==> config.mk <==
export PLATFORM = sky130hd
export DESIGN_NAME = shader_source_flag_scanner_core
export DESIGN_NICKNAME = d
export VERILOG_FILES = /design/src/hdl/sfs_pkg.sv /design/src/hdl/sfs_match.sv /design/src/hdl/sfs_engine.sv /design/src/hdl/sfs_outbuf.sv /design/src/hdl/shader_source_flag_scanner_core.sv
export SDC_FILE = /design/constraint.sdc
export NUM_CORES = 1
export LEC_CHECK = 0
export BUFFER_PORTS_ARGS = -buffer_cell sky130_fd_sc_hd__buf_4
export CORE_MARGIN = 5
export CORE_UTILIZATION = 40
export CTS_BUF_LIST = sky130_fd_sc_hd__clkbuf_16
export CTS_CLUSTER_SIZE = 10
export DETAILED_ROUTE_END_ITERATION = 12
export PLACE_DENSITY_LB_ADDON = 0.2
export SKIP_CTS_REPAIR_TIMING = 1
export SLEW_MARGIN = 15
export SYNTH_ARGS = -nofsm -noshare
export SYNTH_HDL_FRONTEND = slang
export SYNTH_SLANG_ARGS = --single-unit
==> constraint.sdc <==
create_clock -name clk -period 8 [get_ports clk]
set_input_delay 0 -clock clk [delete_from_list [all_inputs] [get_ports clk]]
set_output_delay 0 -clock clk [all_outputs]
set_load 0.1 [all_outputs]
==> src/hdl/sfs_pkg.sv <==
// ----------------------------------------------------------------------------
// Shader source flag scanner package
// Shared types, result kinds and character constants for the scanner blocks.
// ----------------------------------------------------------------------------
package sfs_pkg;

  // Default block size; input and output positions wrap at this count.
  localparam int unsigned SFS_MAX_BLOCK_BYTES = 65536;

  // Result kinds.
  localparam logic [1:0] SFS_KIND_CODE    = 2'd0;
  localparam logic [1:0] SFS_KIND_INCLUDE = 2'd1;
  localparam logic [1:0] SFS_KIND_DONE    = 2'd2;
  localparam logic [1:0] SFS_KIND_ERROR   = 2'd3;

  // Characters the scanner looks for.
  localparam logic [7:0] SFS_CH_DIGIT0     = 8'd48;
  localparam logic [7:0] SFS_CH_DIGIT9     = 8'd57;
  localparam logic [7:0] SFS_CH_LF         = 8'd10;
  localparam logic [7:0] SFS_CH_CR         = 8'd13;
  localparam logic [7:0] SFS_CH_TAB        = 8'd9;
  localparam logic [7:0] SFS_CH_SPACE      = 8'h20;
  localparam logic [7:0] SFS_CH_UNDERSCORE = 8'h5F;
  localparam logic [7:0] SFS_CH_UPPER_F    = 8'h46;
  localparam logic [7:0] SFS_CH_QUOTE      = 8'h22;
  localparam logic [7:0] SFS_CH_SLASH      = 8'h2F;
  localparam logic [7:0] SFS_CH_STAR       = 8'h2A;

  // The include keyword; its first character sits in the top byte.
  localparam logic [63:0] SFS_INC_WORD = "#include";

  // Lookahead window: element 0 is the oldest held byte.
  typedef logic [7:0][7:0] sfs_win_t;

  // One result as it leaves the block.
  typedef struct packed {
    logic [1:0]  kind;
    logic [7:0]  code_byte;
    logic [15:0] out_offset;
    logic [15:0] name_start;
    logic [15:0] name_length;
    logic [31:0] flag_mask;
    logic        final_result;
  } sfs_result_t;

  // Pattern decode of the window head, handed from the matcher to the engine.
  typedef struct packed {
    logic       line_cmt;
    logic       block_cmt;
    logic       include_hit;
    logic       flag_hit;
    logic       flag_valid;
    logic [4:0] flag_idx;
    logic       is_newline;
    logic       is_space;
    logic       is_quote;
  } sfs_match_t;

endpackage

==> src/hdl/sfs_match.sv <==
// ----------------------------------------------------------------------------
// Shader source flag scanner window matcher
// Decodes comment marks, the include keyword and flag words at the window head.
// ----------------------------------------------------------------------------
module sfs_match (
  input  sfs_pkg::sfs_win_t   win,
  input  logic [3:0]          wcnt,
  input  logic                line_cmt,
  input  logic                block_cmt,
  output sfs_pkg::sfs_match_t m
);

  logic       rem2;
  logic       rem5;
  logic       rem8;
  logic       open_line;
  logic       open_block;
  logic       lc1;
  logic       bc1;
  logic       lc2;
  logic       bc2;
  logic       nl;
  logic       in_code;
  logic       inc_eq;
  logic       dig2;
  logic       dig3;
  logic [7:0] diff2;
  logic [7:0] diff3;
  logic [6:0] num;
  logic [6:0] num_m1;

  // Comment tracking as seen by the head byte.
  always_comb begin
    rem2       = (wcnt >= 4'd2);
    rem5       = (wcnt >= 4'd5);
    rem8       = (wcnt >= 4'd8);
    nl         = (win[0] == sfs_pkg::SFS_CH_LF) || (win[0] == sfs_pkg::SFS_CH_CR);
    open_line  = rem2 && !line_cmt && !block_cmt &&
                 (win[0] == sfs_pkg::SFS_CH_SLASH) && (win[1] == sfs_pkg::SFS_CH_SLASH);
    open_block = rem2 && !line_cmt && !block_cmt && !open_line &&
                 (win[0] == sfs_pkg::SFS_CH_SLASH) && (win[1] == sfs_pkg::SFS_CH_STAR);
    lc1 = line_cmt || open_line;
    bc1 = block_cmt || open_block;
    lc2 = lc1;
    bc2 = bc1;
    if (lc1 && nl) begin
      lc2 = 1'b0;
    end else if (bc1 && rem2 && (win[0] == sfs_pkg::SFS_CH_STAR) &&
                 (win[1] == sfs_pkg::SFS_CH_SLASH)) begin
      bc2 = 1'b0;
    end
    in_code = !lc2 && !bc2;
  end

  // Include keyword compare over all eight held bytes.
  always_comb begin
    inc_eq = 1'b1;
    for (int i = 0; i < 8; i++) begin
      if (win[i] != sfs_pkg::SFS_INC_WORD[63 - 8 * i -: 8]) begin
        inc_eq = 1'b0;
      end
    end
  end

  // Flag word number from the two decimal digits.
  always_comb begin
    dig2   = (win[2] >= sfs_pkg::SFS_CH_DIGIT0) && (win[2] <= sfs_pkg::SFS_CH_DIGIT9);
    dig3   = (win[3] >= sfs_pkg::SFS_CH_DIGIT0) && (win[3] <= sfs_pkg::SFS_CH_DIGIT9);
    diff2  = win[2] - sfs_pkg::SFS_CH_DIGIT0;
    diff3  = win[3] - sfs_pkg::SFS_CH_DIGIT0;
    num    = ({3'b000, diff2[3:0]} * 7'd10) + {3'b000, diff3[3:0]};
    num_m1 = num - 7'd1;
  end

  assign m.line_cmt    = lc2;
  assign m.block_cmt   = bc2;
  assign m.include_hit = in_code && rem8 && inc_eq;
  assign m.flag_hit    = in_code && rem5 && dig2 && dig3 &&
                         (win[0] == sfs_pkg::SFS_CH_UNDERSCORE) &&
                         (win[1] == sfs_pkg::SFS_CH_UPPER_F) &&
                         (win[4] == sfs_pkg::SFS_CH_UNDERSCORE);
  assign m.flag_valid  = (num >= 7'd1) && (num <= 7'd32);
  assign m.flag_idx    = num_m1[4:0];
  assign m.is_newline  = nl;
  assign m.is_space    = nl || (win[0] == sfs_pkg::SFS_CH_SPACE) ||
                         (win[0] == sfs_pkg::SFS_CH_TAB);
  assign m.is_quote    = (win[0] == sfs_pkg::SFS_CH_QUOTE);

endmodule

==> src/hdl/sfs_engine.sv <==
// ----------------------------------------------------------------------------
// Shader source flag scanner engine
// Holds the lookahead window and scan state; one scan step a cycle while the buffer has room.
// ----------------------------------------------------------------------------
module sfs_engine #(
  parameter int unsigned MAX_BLOCK_BYTES = sfs_pkg::SFS_MAX_BLOCK_BYTES
) (
  input  logic                 clk,
  input  logic                 rst_n,
  input  logic                 in_fire,
  input  logic [7:0]           in_byte,
  input  logic                 in_last,
  input  logic                 room,
  output logic                 in_ready,
  output logic                 push,
  output logic                 busy,
  output sfs_pkg::sfs_result_t res
);

  localparam int unsigned POS_W = $clog2(MAX_BLOCK_BYTES);
  localparam logic [POS_W:0] POS_LIMIT = (POS_W + 1)'(MAX_BLOCK_BYTES);
  localparam logic [3:0] WIN_FULL = 4'd8;

  // Scan modes; the last two split multi-result steps into one result a cycle.
  localparam logic [2:0] MODE_NORMAL   = 3'd0;
  localparam logic [2:0] MODE_INCLUDE  = 3'd1;
  localparam logic [2:0] MODE_FLAGSKIP = 3'd2;
  localparam logic [2:0] MODE_FAILED   = 3'd3;
  localparam logic [2:0] MODE_FLAGEMIT = 3'd4;
  localparam logic [2:0] MODE_INCNL    = 3'd5;

  // Position advance with wrap at the block size.
  function automatic logic [POS_W-1:0] pos_inc1(input logic [POS_W-1:0] p);
    logic [POS_W:0] s;
    s = {1'b0, p} + (POS_W + 1)'(1);
    return (s >= POS_LIMIT) ? '0 : s[POS_W-1:0];
  endfunction

  function automatic logic [POS_W-1:0] pos_add8(input logic [POS_W-1:0] p);
    logic [POS_W:0] s;
    s = {1'b0, p} + (POS_W + 1)'(8);
    if (s >= POS_LIMIT) begin
      s = s - POS_LIMIT;
    end
    return s[POS_W-1:0];
  endfunction

  // True when the current state has another scan step to take.
  function automatic logic can_step(input logic [2:0] mode, input logic [3:0] cnt,
                                    input logic last);
    logic r;
    unique case (mode)
      MODE_NORMAL:   r = (cnt == WIN_FULL) || (last && (cnt != 4'd0));
      MODE_INCLUDE:  r = (cnt != 4'd0);
      MODE_FLAGSKIP: r = (cnt != 4'd0);
      MODE_FLAGEMIT: r = 1'b1;
      MODE_INCNL:    r = 1'b1;
      default:       r = 1'b0;
    endcase
    return r;
  endfunction

  sfs_pkg::sfs_win_t    win_r, win_op, win_nxt;
  logic [3:0]           wcnt_r, wcnt_op, wcnt_nxt;
  logic                 lc_r, lc_op;
  logic                 bc_r, bc_op;
  logic [2:0]           mode_r, mode_op;
  logic                 qf_vld_r, qf_vld_op;
  logic [15:0]          qf_r, qf_op;
  logic                 ql_vld_r, ql_vld_op;
  logic [15:0]          ql_r, ql_op;
  logic [31:0]          flags_r, flags_op;
  logic [POS_W-1:0]     ipos_r, ipos_op;
  logic [POS_W-1:0]     ocnt_r, ocnt_op;
  logic [2:0]           fcnt_r, fcnt_op;
  logic                 busy_r, busy_nxt;
  logic                 fin_r, fin_op, fin_nxt;
  logic                 last_r, last_nxt;
  logic                 step;
  logic                 emit_code;
  logic                 cons1;
  logic                 cons8;
  logic                 do_clear;
  logic                 push_op;
  logic                 ends_op;
  logic                 go;
  sfs_pkg::sfs_result_t res_op;
  sfs_pkg::sfs_match_t  m;

  sfs_match u_match (
    .win       (win_r),
    .wcnt      (wcnt_r),
    .line_cmt  (lc_r),
    .block_cmt (bc_r),
    .m         (m)
  );

  // One scan step, or one end-of-block step, on the registered state.
  always_comb begin
    win_op    = win_r;
    wcnt_op   = wcnt_r;
    lc_op     = lc_r;
    bc_op     = bc_r;
    mode_op   = mode_r;
    qf_vld_op = qf_vld_r;
    qf_op     = qf_r;
    ql_vld_op = ql_vld_r;
    ql_op     = ql_r;
    flags_op  = flags_r;
    ipos_op   = ipos_r;
    ocnt_op   = ocnt_r;
    fcnt_op   = fcnt_r;
    fin_op    = fin_r;
    emit_code = 1'b0;
    cons1     = 1'b0;
    cons8     = 1'b0;
    do_clear  = 1'b0;
    push_op   = 1'b0;
    ends_op   = 1'b0;
    res_op    = '0;
    step      = busy_r && room;

    if (step) begin
      if (fin_r) begin
        // Block end: close an open include line, then report done, unless in error.
        unique case (mode_r)
          MODE_FAILED: begin
            do_clear = 1'b1;
            ends_op  = 1'b1;
          end
          MODE_INCLUDE: begin
            push_op           = 1'b1;
            res_op.out_offset = 16'(ocnt_r);
            if (qf_vld_r && ql_vld_r) begin
              res_op.kind        = sfs_pkg::SFS_KIND_INCLUDE;
              res_op.name_start  = qf_r + 16'd1;
              res_op.name_length = ql_r - qf_r - 16'd1;
              mode_op            = MODE_NORMAL;
              qf_vld_op          = 1'b0;
              ql_vld_op          = 1'b0;
            end else begin
              res_op.kind         = sfs_pkg::SFS_KIND_ERROR;
              res_op.final_result = 1'b1;
              do_clear            = 1'b1;
              ends_op             = 1'b1;
            end
          end
          default: begin
            push_op             = 1'b1;
            res_op.kind         = sfs_pkg::SFS_KIND_DONE;
            res_op.out_offset   = 16'(ocnt_r);
            res_op.flag_mask    = flags_r;
            res_op.final_result = 1'b1;
            do_clear            = 1'b1;
            ends_op             = 1'b1;
          end
        endcase
      end else begin
        unique case (mode_r)
          MODE_NORMAL: begin
            lc_op = m.line_cmt;
            bc_op = m.block_cmt;
            if (m.include_hit) begin
              cons8     = 1'b1;
              mode_op   = MODE_INCLUDE;
              qf_vld_op = 1'b0;
              ql_vld_op = 1'b0;
            end else if (m.flag_hit) begin
              if (m.flag_valid) begin
                flags_op[m.flag_idx] = 1'b1;
              end
              emit_code = 1'b1;
              cons1     = 1'b1;
              mode_op   = MODE_FLAGEMIT;
              fcnt_op   = 3'd4;
            end else begin
              emit_code = 1'b1;
              cons1     = 1'b1;
            end
          end
          MODE_INCLUDE: begin
            if (m.is_quote) begin
              if (!qf_vld_r) begin
                qf_vld_op = 1'b1;
                qf_op     = 16'(ipos_r);
              end else begin
                ql_vld_op = 1'b1;
                ql_op     = 16'(ipos_r);
              end
              cons1 = 1'b1;
            end else if (m.is_newline) begin
              push_op           = 1'b1;
              res_op.out_offset = 16'(ocnt_r);
              qf_vld_op         = 1'b0;
              ql_vld_op         = 1'b0;
              if (qf_vld_r && ql_vld_r) begin
                res_op.kind        = sfs_pkg::SFS_KIND_INCLUDE;
                res_op.name_start  = qf_r + 16'd1;
                res_op.name_length = ql_r - qf_r - 16'd1;
                mode_op            = MODE_INCNL;
              end else begin
                res_op.kind         = sfs_pkg::SFS_KIND_ERROR;
                res_op.final_result = 1'b1;
                mode_op             = MODE_FAILED;
                wcnt_op             = '0;
              end
            end else begin
              cons1 = 1'b1;
            end
          end
          MODE_FLAGSKIP: begin
            cons1 = 1'b1;
            if (m.is_space) begin
              emit_code = 1'b1;
              mode_op   = MODE_NORMAL;
            end
          end
          MODE_FLAGEMIT: begin
            emit_code = 1'b1;
            cons1     = 1'b1;
            fcnt_op   = fcnt_r - 3'd1;
            if (fcnt_r == 3'd1) begin
              mode_op = MODE_FLAGSKIP;
            end
          end
          MODE_INCNL: begin
            emit_code = 1'b1;
            cons1     = 1'b1;
            mode_op   = MODE_NORMAL;
          end
          default: begin
          end
        endcase
      end

      // Drop consumed bytes from the window head.
      if (cons1) begin
        for (int i = 0; i < 7; i++) begin
          win_op[i] = win_r[i + 1];
        end
        wcnt_op = wcnt_r - 4'd1;
        ipos_op = pos_inc1(ipos_r);
      end
      if (cons8) begin
        wcnt_op = '0;
        ipos_op = pos_add8(ipos_r);
      end

      // A passed code byte carries the running output count.
      if (emit_code) begin
        push_op           = 1'b1;
        res_op.kind       = sfs_pkg::SFS_KIND_CODE;
        res_op.code_byte  = win_r[0];
        res_op.out_offset = 16'(ocnt_r);
        ocnt_op           = pos_inc1(ocnt_r);
      end

      // Start the next block clean.
      if (do_clear) begin
        wcnt_op   = '0;
        lc_op     = 1'b0;
        bc_op     = 1'b0;
        mode_op   = MODE_NORMAL;
        qf_vld_op = 1'b0;
        ql_vld_op = 1'b0;
        flags_op  = '0;
        ipos_op   = '0;
        ocnt_op   = '0;
      end

      // When the scan runs dry, the request is finished or its block closes.
      if (!fin_r && !can_step(mode_op, wcnt_op, last_r)) begin
        if (last_r) begin
          fin_op = 1'b1;
        end else begin
          ends_op = 1'b1;
        end
      end
    end
  end

  // Append an accepted byte behind whatever this cycle's step left.
  always_comb begin
    win_nxt  = win_op;
    wcnt_nxt = wcnt_op;
    busy_nxt = busy_r;
    fin_nxt  = fin_op;
    last_nxt = last_r;
    go       = 1'b0;
    if (ends_op) begin
      busy_nxt = 1'b0;
      fin_nxt  = 1'b0;
    end
    if (in_fire) begin
      if ((mode_op != MODE_FAILED) && (wcnt_op < WIN_FULL)) begin
        win_nxt[wcnt_op[2:0]] = in_byte;
        wcnt_nxt              = wcnt_op + 4'd1;
      end
      last_nxt = in_last;
      go       = can_step(mode_op, wcnt_nxt, in_last);
      busy_nxt = in_last || go;
      fin_nxt  = in_last && !go;
    end
  end

  // Window, quote positions and step counters.
  always_ff @(posedge clk) begin
    win_r  <= win_nxt;
    qf_r   <= qf_op;
    ql_r   <= ql_op;
    fcnt_r <= fcnt_op;
    last_r <= last_nxt;
  end

  // Control and scan state.
  always_ff @(posedge clk) begin
    if (!rst_n) begin
      wcnt_r   <= '0;
      lc_r     <= 1'b0;
      bc_r     <= 1'b0;
      mode_r   <= MODE_NORMAL;
      qf_vld_r <= 1'b0;
      ql_vld_r <= 1'b0;
      flags_r  <= '0;
      ipos_r   <= '0;
      ocnt_r   <= '0;
      busy_r   <= 1'b0;
      fin_r    <= 1'b0;
    end else begin
      wcnt_r   <= wcnt_nxt;
      lc_r     <= lc_op;
      bc_r     <= bc_op;
      mode_r   <= mode_op;
      qf_vld_r <= qf_vld_op;
      ql_vld_r <= ql_vld_op;
      flags_r  <= flags_op;
      ipos_r   <= ipos_op;
      ocnt_r   <= ocnt_op;
      busy_r   <= busy_nxt;
      fin_r    <= fin_nxt;
    end
  end

  assign in_ready = !busy_r || ends_op;
  assign push     = push_op;
  assign res      = res_op;
  assign busy     = busy_r;

endmodule

==> src/hdl/sfs_outbuf.sv <==
// ----------------------------------------------------------------------------
// Shader source flag scanner result buffer
// Two-entry result queue that decouples the scan engine from output stalls.
// ----------------------------------------------------------------------------
module sfs_outbuf (
  input  logic                 clk,
  input  logic                 rst_n,
  input  logic                 push,
  input  sfs_pkg::sfs_result_t push_data,
  input  logic                 pop,
  output logic                 room,
  output logic                 valid,
  output sfs_pkg::sfs_result_t head
);

  sfs_pkg::sfs_result_t ent_r [2];
  logic                 wr_ptr_r, wr_ptr_nxt;
  logic                 rd_ptr_r, rd_ptr_nxt;
  logic [1:0]           cnt_r, cnt_nxt;

  // Pointer and fill-level update.
  always_comb begin
    wr_ptr_nxt = push ? !wr_ptr_r : wr_ptr_r;
    rd_ptr_nxt = pop ? !rd_ptr_r : rd_ptr_r;
    cnt_nxt    = cnt_r + {1'b0, push} - {1'b0, pop};
  end

  // Result storage.
  always_ff @(posedge clk) begin
    if (push) begin
      ent_r[wr_ptr_r] <= push_data;
    end
  end

  always_ff @(posedge clk) begin
    if (!rst_n) begin
      wr_ptr_r <= 1'b0;
      rd_ptr_r <= 1'b0;
      cnt_r    <= 2'd0;
    end else begin
      wr_ptr_r <= wr_ptr_nxt;
      rd_ptr_r <= rd_ptr_nxt;
      cnt_r    <= cnt_nxt;
    end
  end

  assign room  = (cnt_r != 2'd2);
  assign valid = (cnt_r != 2'd0);
  assign head  = ent_r[rd_ptr_r];

endmodule

==> src/hdl/shader_source_flag_scanner_core.sv <==
// ----------------------------------------------------------------------------
// Shader source flag scanner
// Streams shader source bytes, strips include lines and flag-word tails, and
// reports include locations and the flag mask of each source block.
// ----------------------------------------------------------------------------
// Usage:
//   Input requests carry one source byte and a last flag that closes a block.
//   Result requests carry a kind: passed code byte, include found, done with
//   the flag mask, or include syntax error. Done and error carry final_result.
//   The engine holds up to eight bytes of lookahead, so code bytes come out
//   seven bytes behind the input; the first result of a request passes the
//   engine state register and the result buffer before it is offered.
//   Throughput is one byte per cycle while each byte yields at most one
//   result and the buffer has room. The engine produces one result per cycle
//   while the buffer has room; a request that yields several results holds it
//   until all are out (a flag word gives five in a row), and a last byte drains
//   the held bytes, closes an include line still open and then reports done.
//   Results queue in a two-entry buffer, so input is taken while a result
//   waits; when the receiver stalls the buffer fills and in_ready drops.
//   Reset clears the scan state, the lookahead and the result buffer.
// ----------------------------------------------------------------------------
module shader_source_flag_scanner_core #(
  parameter int unsigned MAX_BLOCK_BYTES = sfs_pkg::SFS_MAX_BLOCK_BYTES
) (
  input  logic        clk,
  input  logic        rst_n,
  input  logic        in_valid,
  output logic        in_ready,
  input  logic [7:0]  in_data_byte,
  input  logic        in_last_byte,
  output logic        out_valid,
  input  logic        out_ready,
  output logic [1:0]  out_kind,
  output logic [7:0]  out_code_byte,
  output logic [15:0] out_out_offset,
  output logic [15:0] out_name_start,
  output logic [15:0] out_name_length,
  output logic [31:0] out_flag_mask,
  output logic        out_final_result
);

  logic                 in_fire;
  logic                 out_pop;
  logic                 eng_push;
  logic                 eng_busy;
  logic                 buf_room;
  sfs_pkg::sfs_result_t eng_res;
  sfs_pkg::sfs_result_t head;

  assign in_fire = in_valid && in_ready;
  assign out_pop = out_valid && out_ready;

  // Scan engine.
  sfs_engine #(
    .MAX_BLOCK_BYTES (MAX_BLOCK_BYTES)
  ) u_engine (
    .clk      (clk),
    .rst_n    (rst_n),
    .in_fire  (in_fire),
    .in_byte  (in_data_byte),
    .in_last  (in_last_byte),
    .room     (buf_room),
    .in_ready (in_ready),
    .push     (eng_push),
    .busy     (eng_busy),
    .res      (eng_res)
  );

  // Result buffer toward the receiver.
  sfs_outbuf u_outbuf (
    .clk       (clk),
    .rst_n     (rst_n),
    .push      (eng_push),
    .push_data (eng_res),
    .pop       (out_pop),
    .room      (buf_room),
    .valid     (out_valid),
    .head      (head)
  );

  assign out_kind         = head.kind;
  assign out_code_byte    = head.code_byte;
  assign out_out_offset   = head.out_offset;
  assign out_name_start   = head.name_start;
  assign out_name_length  = head.name_length;
  assign out_flag_mask    = head.flag_mask;
  assign out_final_result = head.final_result;

`ifndef SYNTH
  // The engine only produces a result when the buffer can take it.
  a_no_overflow: assert property (@(posedge clk) disable iff (!rst_n)
    eng_push |-> buf_room)
    else $error("result pushed into a full buffer");

  // A done result closes the block and frees the engine.
  a_done_frees: assert property (@(posedge clk) disable iff (!rst_n)
    (eng_push && (eng_res.kind == sfs_pkg::SFS_KIND_DONE) && !in_fire) |=> !eng_busy)
    else $error("engine still busy after done result");

  // Only done and error results end a block.
  a_final_kind: assert property (@(posedge clk) disable iff (!rst_n)
    (eng_push && eng_res.final_result) |->
      ((eng_res.kind == sfs_pkg::SFS_KIND_DONE) || (eng_res.kind == sfs_pkg::SFS_KIND_ERROR)))
    else $error("final flag on a non-final result");

  // Reset leaves no stale result on the output.
  a_reset_empty: assert property (@(posedge clk)
    !rst_n |=> !out_valid)
    else $error("result offered right after reset");
`endif

endmodule
======== Word level (Yosys, flattened, before mapping) ========
Memories as Yosys holds them, arrays and structs flattened. A register that Yosys moved wholly into a read port is not among the register bits.
Index checks and enable logic that the tools add are counted.
cells by class
  add/subtract/negate cells ............... 16
  multiply operators ...................... 1
  order comparisons ....................... 17
  equality and inequality tests ........... 47
  multiplexer cells ....................... 148
  bitwise logic cells ..................... 3
  reduce and logical (&&, ||, !) cells .... 89
operator list
  cell                                                                   count
  32-bit two-way mux                                                     10
  56-bit two-way mux                                                     4
  48-bit two-way mux                                                     4
  16-bit two-way mux                                                     9
  91-bit two-way mux                                                     1
  1-bit two-way mux                                                      72
  64-bit bitwise mux                                                     1
  8-bit by 7-bit != test with 1-bit output, second input constant        7
  4-bit two-way mux                                                      13
  17-bit >= comparator, second input constant                            3
  8-bit by 6-bit == test with 1-bit output, second input constant        6
  3-bit two-way mux                                                      15
  16-bit by 1-bit adder with 17-bit output, second input constant        2
  1-bit logical AND                                                      34
  32-bit OR                                                              1
  16-bit by 1-bit subtractor with 16-bit output, second input constant   2
  26-bit two-way mux                                                     1
  8-bit demux with 3-bit select                                          1
  8-bit by 4-bit == test with 1-bit output, second input constant        3
  8-bit by 7-bit == test with 1-bit output, second input constant        3
  3-bit == test, second input constant                                   6
  16-bit by 4-bit adder with 17-bit output, second input constant        1
  16-bit by 1-bit adder with 16-bit output, second input constant        1
  8-bit by 6-bit >= comparator with 1-bit output, second input constant  2
  other kinds (53)                                                       119
storage, ports and cells
  bits in registers ....................... 181
  memory bits (writable) .................. 182
  input port bits ......................... 13
  output and inout port bits .............. 93
  logic and storage cells ................. 348
  memories kept ........................... 1
memories
  memory          depth  width  read ports  clocked after Yosys merged registers in  write ports  line              RTL
  u_outbuf.ent_r  2      91     1           1                                        1            sfs_outbuf.sv:16  sfs_pkg::sfs_result_t ent_r [2];

======== Logic depth before layout (Yosys ltp) ========
  depth after elaboration ................. 48
  mapped depth ............................ 18
  mapped depth without buffers ............ 17

======== Hierarchy ========
Synthesis repeated with hierarchy kept, for this count alone.
second synthesis, totals
  cells, all modules ...................... 1,474
  area, all modules ....................... 17,301.6 um^2
modules (own cells, without submodules)
  module                           instances  cells an instance  area an instance (um^2)  sequential area each (um^2)
  sfs_engine                       1          1,062              9,207.6                  3,983.8
  sfs_outbuf                       1          304                7,244.4                  5,565.3
  sfs_match                        1          106                837.1                    0.0
  shader_source_flag_scanner_core  1          2                  12.5                     0.0

======== Least setup slack after synthesis ========
Ideal clock, no wire load.
  kind .................................... register to register
  from .................................... register u_engine.win_r[4] (netlist name)
  to ...................................... memory u_outbuf.ent_r[1][0] (netlist name), enable pin
  setup time .............................. 0.553 ns
  arrival time ............................ 6.721 ns
  data required time ...................... 7.447 ns
  setup slack ............................. 0.725 ns
  cell stages (with the launch flop) ...... 11
  buffers on the path ..................... 1
  clock period less this slack ............ 7.275 ns
  path through ............................ dfxtp_1 or4b_4 nor4_1 a41o_1 a211o_1 buf_6 a21oi_1 o22ai_1 and2_1 nor2_1 nor2b_1
on the way
  longest elaborated chain between the ends .. 25
  elaborated cells between the ends (all ways) .. 52
  classes of those cells .................. 8 x eq/ne; 24 x mux; 20 x reduce/logical
RTL lines
  what                                       line                              RTL
  start: declaration                         sfs_engine.sv:63                  sfs_pkg::sfs_win_t win_r, win_op, win_nxt;
  start signal: assignment                   sfs_engine.sv:308                 win_r <= win_nxt;
  8-bit by 6-bit == test with 1-bit output   sfs_match.sv:39, sfs_match.sv:41
  1-bit logical AND                          sfs_match.sv:38                   open_line = rem2 && !line_cmt && !block_cmt &&
  1-bit logical AND                          sfs_match.sv:39                   (win[0] == sfs_pkg::SFS_CH_SLASH) && (win[1] == sfs_pkg::SFS_CH_SLASH);
  1-bit logical NOT                          sfs_match.sv:40                   open_block = rem2 && !line_cmt && !block_cmt && !open_line &&
  1-bit logical AND (2 in series)            sfs_match.sv:40
  1-bit logical AND                          sfs_match.sv:41                   (win[0] == sfs_pkg::SFS_CH_SLASH) && (win[1] == sfs_pkg::SFS_CH_STAR);
  1-bit logical OR                           sfs_match.sv:43                   bc1 = block_cmt || open_block;
  1-bit logical AND (3 in series)            sfs_match.sv:48                   end else if (bc1 && rem2 && (win[0] == sfs_pkg::SFS_CH_STAR) &&
  [6 not listed]                             n/a
  1-bit two-way mux                          sfs_engine.sv:163                 if (m.include_hit) begin
  1-bit case mux with 3 select lines         sfs_engine.sv:159                 unique case (mode_r)
  1-bit two-way mux                          sfs_engine.sv:124                 if (fin_r) begin
  1-bit two-way mux                          sfs_engine.sv:123                 if (step) begin
  1-bit two-way mux *                        sfs_engine.sv:250                 if (emit_code) begin
  1-bit two-way mux *                        sfs_engine.sv:123
  1-bit two-way mux *                        sfs_outbuf.sv:30                  if (push) begin
  1-bit two-way mux (implied by the code) *  sfs_outbuf.sv:31                  ent_r[wr_ptr_r] <= push_data;
  end: declaration                           sfs_outbuf.sv:16
Every way passes the cells marked *; elsewhere a longest branch is shown, timed or not. The select of a mux whose other input is x is not followed.

======== Worst setup path in the final report ========
  from .................................... register u_engine.win_r[4] (netlist name)
  to ...................................... memory u_outbuf.ent_r[1][48] (netlist name), enable pin
Same word-level chain as after synthesis.

==> summary.md <==
| Metric | Value |
|---|---|
| Worst Reg-to-Reg Cells | 11 |
| Die W | 217.5 µm |
| Clk pin slew, worst setup/hold paths | around 0.060 ns |
| Yosys top cell by area | edfxtp_1 |
| Most used DFF post-synth | edfxtp_1 |
| Worst Skew | approximately 0.018 ns |
| Pwr dens | 410.3 nW/µm² |
| Final Util | 0.4678 |
| Net Count, Synth | between 1500 and 2000 |
| Post-synth EDFFs | 226 |
| Lkg Pwr | 7.347 nW |
| Max-cap violations | 0 |
| Row count | 76 |
| Detail Route Antenna Nets | 0 |
| Worst hold path class | input pin to register |
| Dpl hpwl | 27.79 mm |
| Htree depth | 2 |
| Total clock buffers created by CTS | 43 |
| Initial antenna violation count | 0 |
| Sink Count | 364 |
| Synth warn | 0 |
| Syn Area/Cell | approximately 12 µm² |
| Initial DRT Pass Iterations | 5 |
| RSZ-0062 raised after global routing | false |
| First-pass GRT wire length | 64.19 mm |
| Register area share after synthesis | 0.5546 |
| Max Freq | 0.1880 GHz |
| DRC viols | 0 |
| CTS max path bufs | 3 |
| Post-Synthesis Cells | 1462 |
| Worst setup margin | 2.682 ns |
| Crit path to | u_outbuf.ent_r[1][48]$_DFFE_PP_ |
| Final period util | 0.6648 |
| # diodes | 0 |
| Worst r2r dst | u_outbuf.ent_r[1][48]$_DFFE_PP_ |
| Least-Margin Pin Slew | approximately 1.1 ns |
| Hold Vio Cnt, Final | 0 |
| Final net count | 1638 |
| Status | finished clean |
| TritonCTS clock tree | done |
| CP startpoint | u_engine.win_r[4]$_DFF_P_ |
| DR iter-0 viols | 798 |
| Layout cells sized above 1 | 0.2491 |
| Maximum vdd drop | 297.1 µV |
| Avg WL per Cell | approximately 19 µm |
| Area delta synth->final | 16.26% |
| WP data required | 8.19 ns |
| Asr flop ratio synth | 0 |
| Final setup viols | 0 |
| DR vias | 11690 |
| Overall routing resource usage | 0.1679 |
| Unique cell type count in the Yosys netlist | 77 |
| Commonest cells post-synth | edfxtp_1, mux2_2, nor2_1 |
| Critical path arrival | 5.51 ns |
| Gpl congestion | a little under 0.9 |
| Die area | between 40000 and 50000 µm² |
| Post-Syn Area | 17220 µm² |
| Root Buffer | clkbuf_16 |
| Vias in the first global route | ~11000 |
| Initial core utilization | 0.4024 |
| FF-to-FF setup slack | 2.68 ns |
| Crit. End Element | register |
| PortBufs | roughly 110 |
| Global route overflow | 0 |
| Final setup TNS | 0 ns |
| DIE HEIGHT | 217.5 µm |
| Max transition margin | 0.2535 |
| Post-Place Setup Slack | 2.678 ns |
| Top-level I/O count | 106 |
| Yosys reg bits | 364 |
| Post-route minimum period | 5.318 ns |
| Final WL | 40.46 mm |
| Core box area | 42790 µm² |
| Most frequent cell after synthesis | edfxtp_1 |
| R2r startpoint | u_engine.win_r[4]$_DFF_P_ |
| Vias per Instance | 5.393 |
| Fin. max-slew vios | 0 |
| Largest net degree at the start of global routing | 63 |
| Clk Latency, worst-skew pair | 0.56 ns |
| Critical Path Source Type | register |
| Top-area cell type share of the netlist area | 0.3942 |
| Crit path kind | register to register |
| Crit Path Max Fanout | between 40 and 50 |
| Synth top area cells | edfxtp_1, dfxtp_1, mux2_2, nor2_1, ha_1 |
metrics by stage:
step           power, W  hold WS, ns  cell area (µm²)  instances
2_1_floorplan  0.005661      0.09887            17220       1462
3_3_place_gp   0.006515       0.2172            18640       2078
3_5_place_dp   0.006549       0.2136            18640       2078
4_1_cts        0.008302      -0.3806            19890       2156
5_1_grt        0.008644       0.2292            20020       2168
6_report       0.008213       0.2165            20020       2168
final cells by class:
type / count / area, µm²
timing repair buffer: 136 / 1051
tap: 546 / 683.2
inverter: 52 / 200.2
clock buffer: 44 / 1101
multi-input combinational: 992 / 7279
sequential: 364 / 9553
clock inverter: 34 / 148.9
fill: 3904 / 22770
worst min path at each step:
stage / start / endpoint / slack (ns) / cells past startpoint
final: in_last_byte / u_engine.last_r$_DFFE_PN_ / 0.22 / 2
after floorplan: in_last_byte / u_engine.last_r$_DFFE_PN_ / 0.1 / 0
after global routing: in_last_byte / u_engine.last_r$_DFFE_PN_ / 0.23 / 2
after CTS: in_last_byte / u_engine.last_r$_DFFE_PN_ / -0.38 / 1
after detailed placement: in_last_byte / u_engine.last_r$_DFFE_PN_ / 0.21 / 1
after global placement: in_last_byte / u_engine.last_r$_DFFE_PN_ / 0.22 / 1
cells in the final DEF (no fill, tap or decap), types with 4 or more instances in the layout:
cell type and instances:
edfxtp_1 226, nor4bb_1 10, nor2b_1 30, nand4_1 16, or3_1 7, ha_1 33
nand3_1 35, inv_1 77, nand4b_1 10, or2_2 6, dfxtp_1 137, a31oi_1 23
o22ai_1 6, a21o_1 5, nor4b_1 5, o2111ai_1 7, nor2_1 148, and4b_1 4
buf_4 124, or4_1 5, mux2_2 201, o21ai_0 36, nor3b_1 7, dlygate4sd3_1 12
a21oi_1 79, clkbuf_16 44, and3_1 24, nor3_1 35, xor2_1 11, nand2b_1 7
nor4_1 20, nand2_1 53, xnor2_1 40, and2_1 40, nand3b_1 5, a211oi_1 5
per-layer routing:
layer	global-route usage	vias up	routed length, µm
li1	-	5701	-
met1	0.2315	5669	18540
met2	0.2743	246	19110
met3	0.02499	75	1635
met4	0.05393	0	1174
met5	0	-	0
critical path, stage by stage, from the launching register on:
cell and delay, ns:
dfxtp_1 0.35, or4b_4 0.60, nor4_1 0.62, a41o_1 0.36, a211o_1 0.40, a21oi_1 0.12
o22ai_1 0.55, and2_1 0.24, nor2_1 0.05, buf_4 0.22, nor2b_4 0.74, buf_4 0.63
state kept, by name (all words and copies together) (netlist names), 2 cells and up, named ones only:
signal and flops:
u_outbuf.ent_r 182, u_engine.qf_r 16, u_engine.ipos_r 16, u_engine.ql_r 16, u_engine.wcnt_r 4, u_engine.ocnt_r 16
u_engine.win_r 56, u_engine.fcnt_r 3, u_outbuf.cnt_r 2, u_engine.mode_r 3, u_engine.win_op 8, u_engine.flags_r 32
where the power goes:
part           switching, W  internal [W]  total, W
Combinational       0.00260       0.00117   0.00377
Clock              0.000727      0.000988   0.00171
Sequential         0.000335       0.00240   0.00273
Total               0.00366       0.00455   0.00821
cell families after synthesis:
family                     after synthesis  synth area share
AOI/OAI and AO/OA                      208           0.07514
xor gates and xnor gates                51           0.02594
adders and majority gates               36           0.02747
buffers and inverters                  106           0.02456
DFF                                    364            0.5546
muxes                                  206            0.1352
and+or+nand+nor                        491            0.1570
Power figures use the tool's default switching activity.
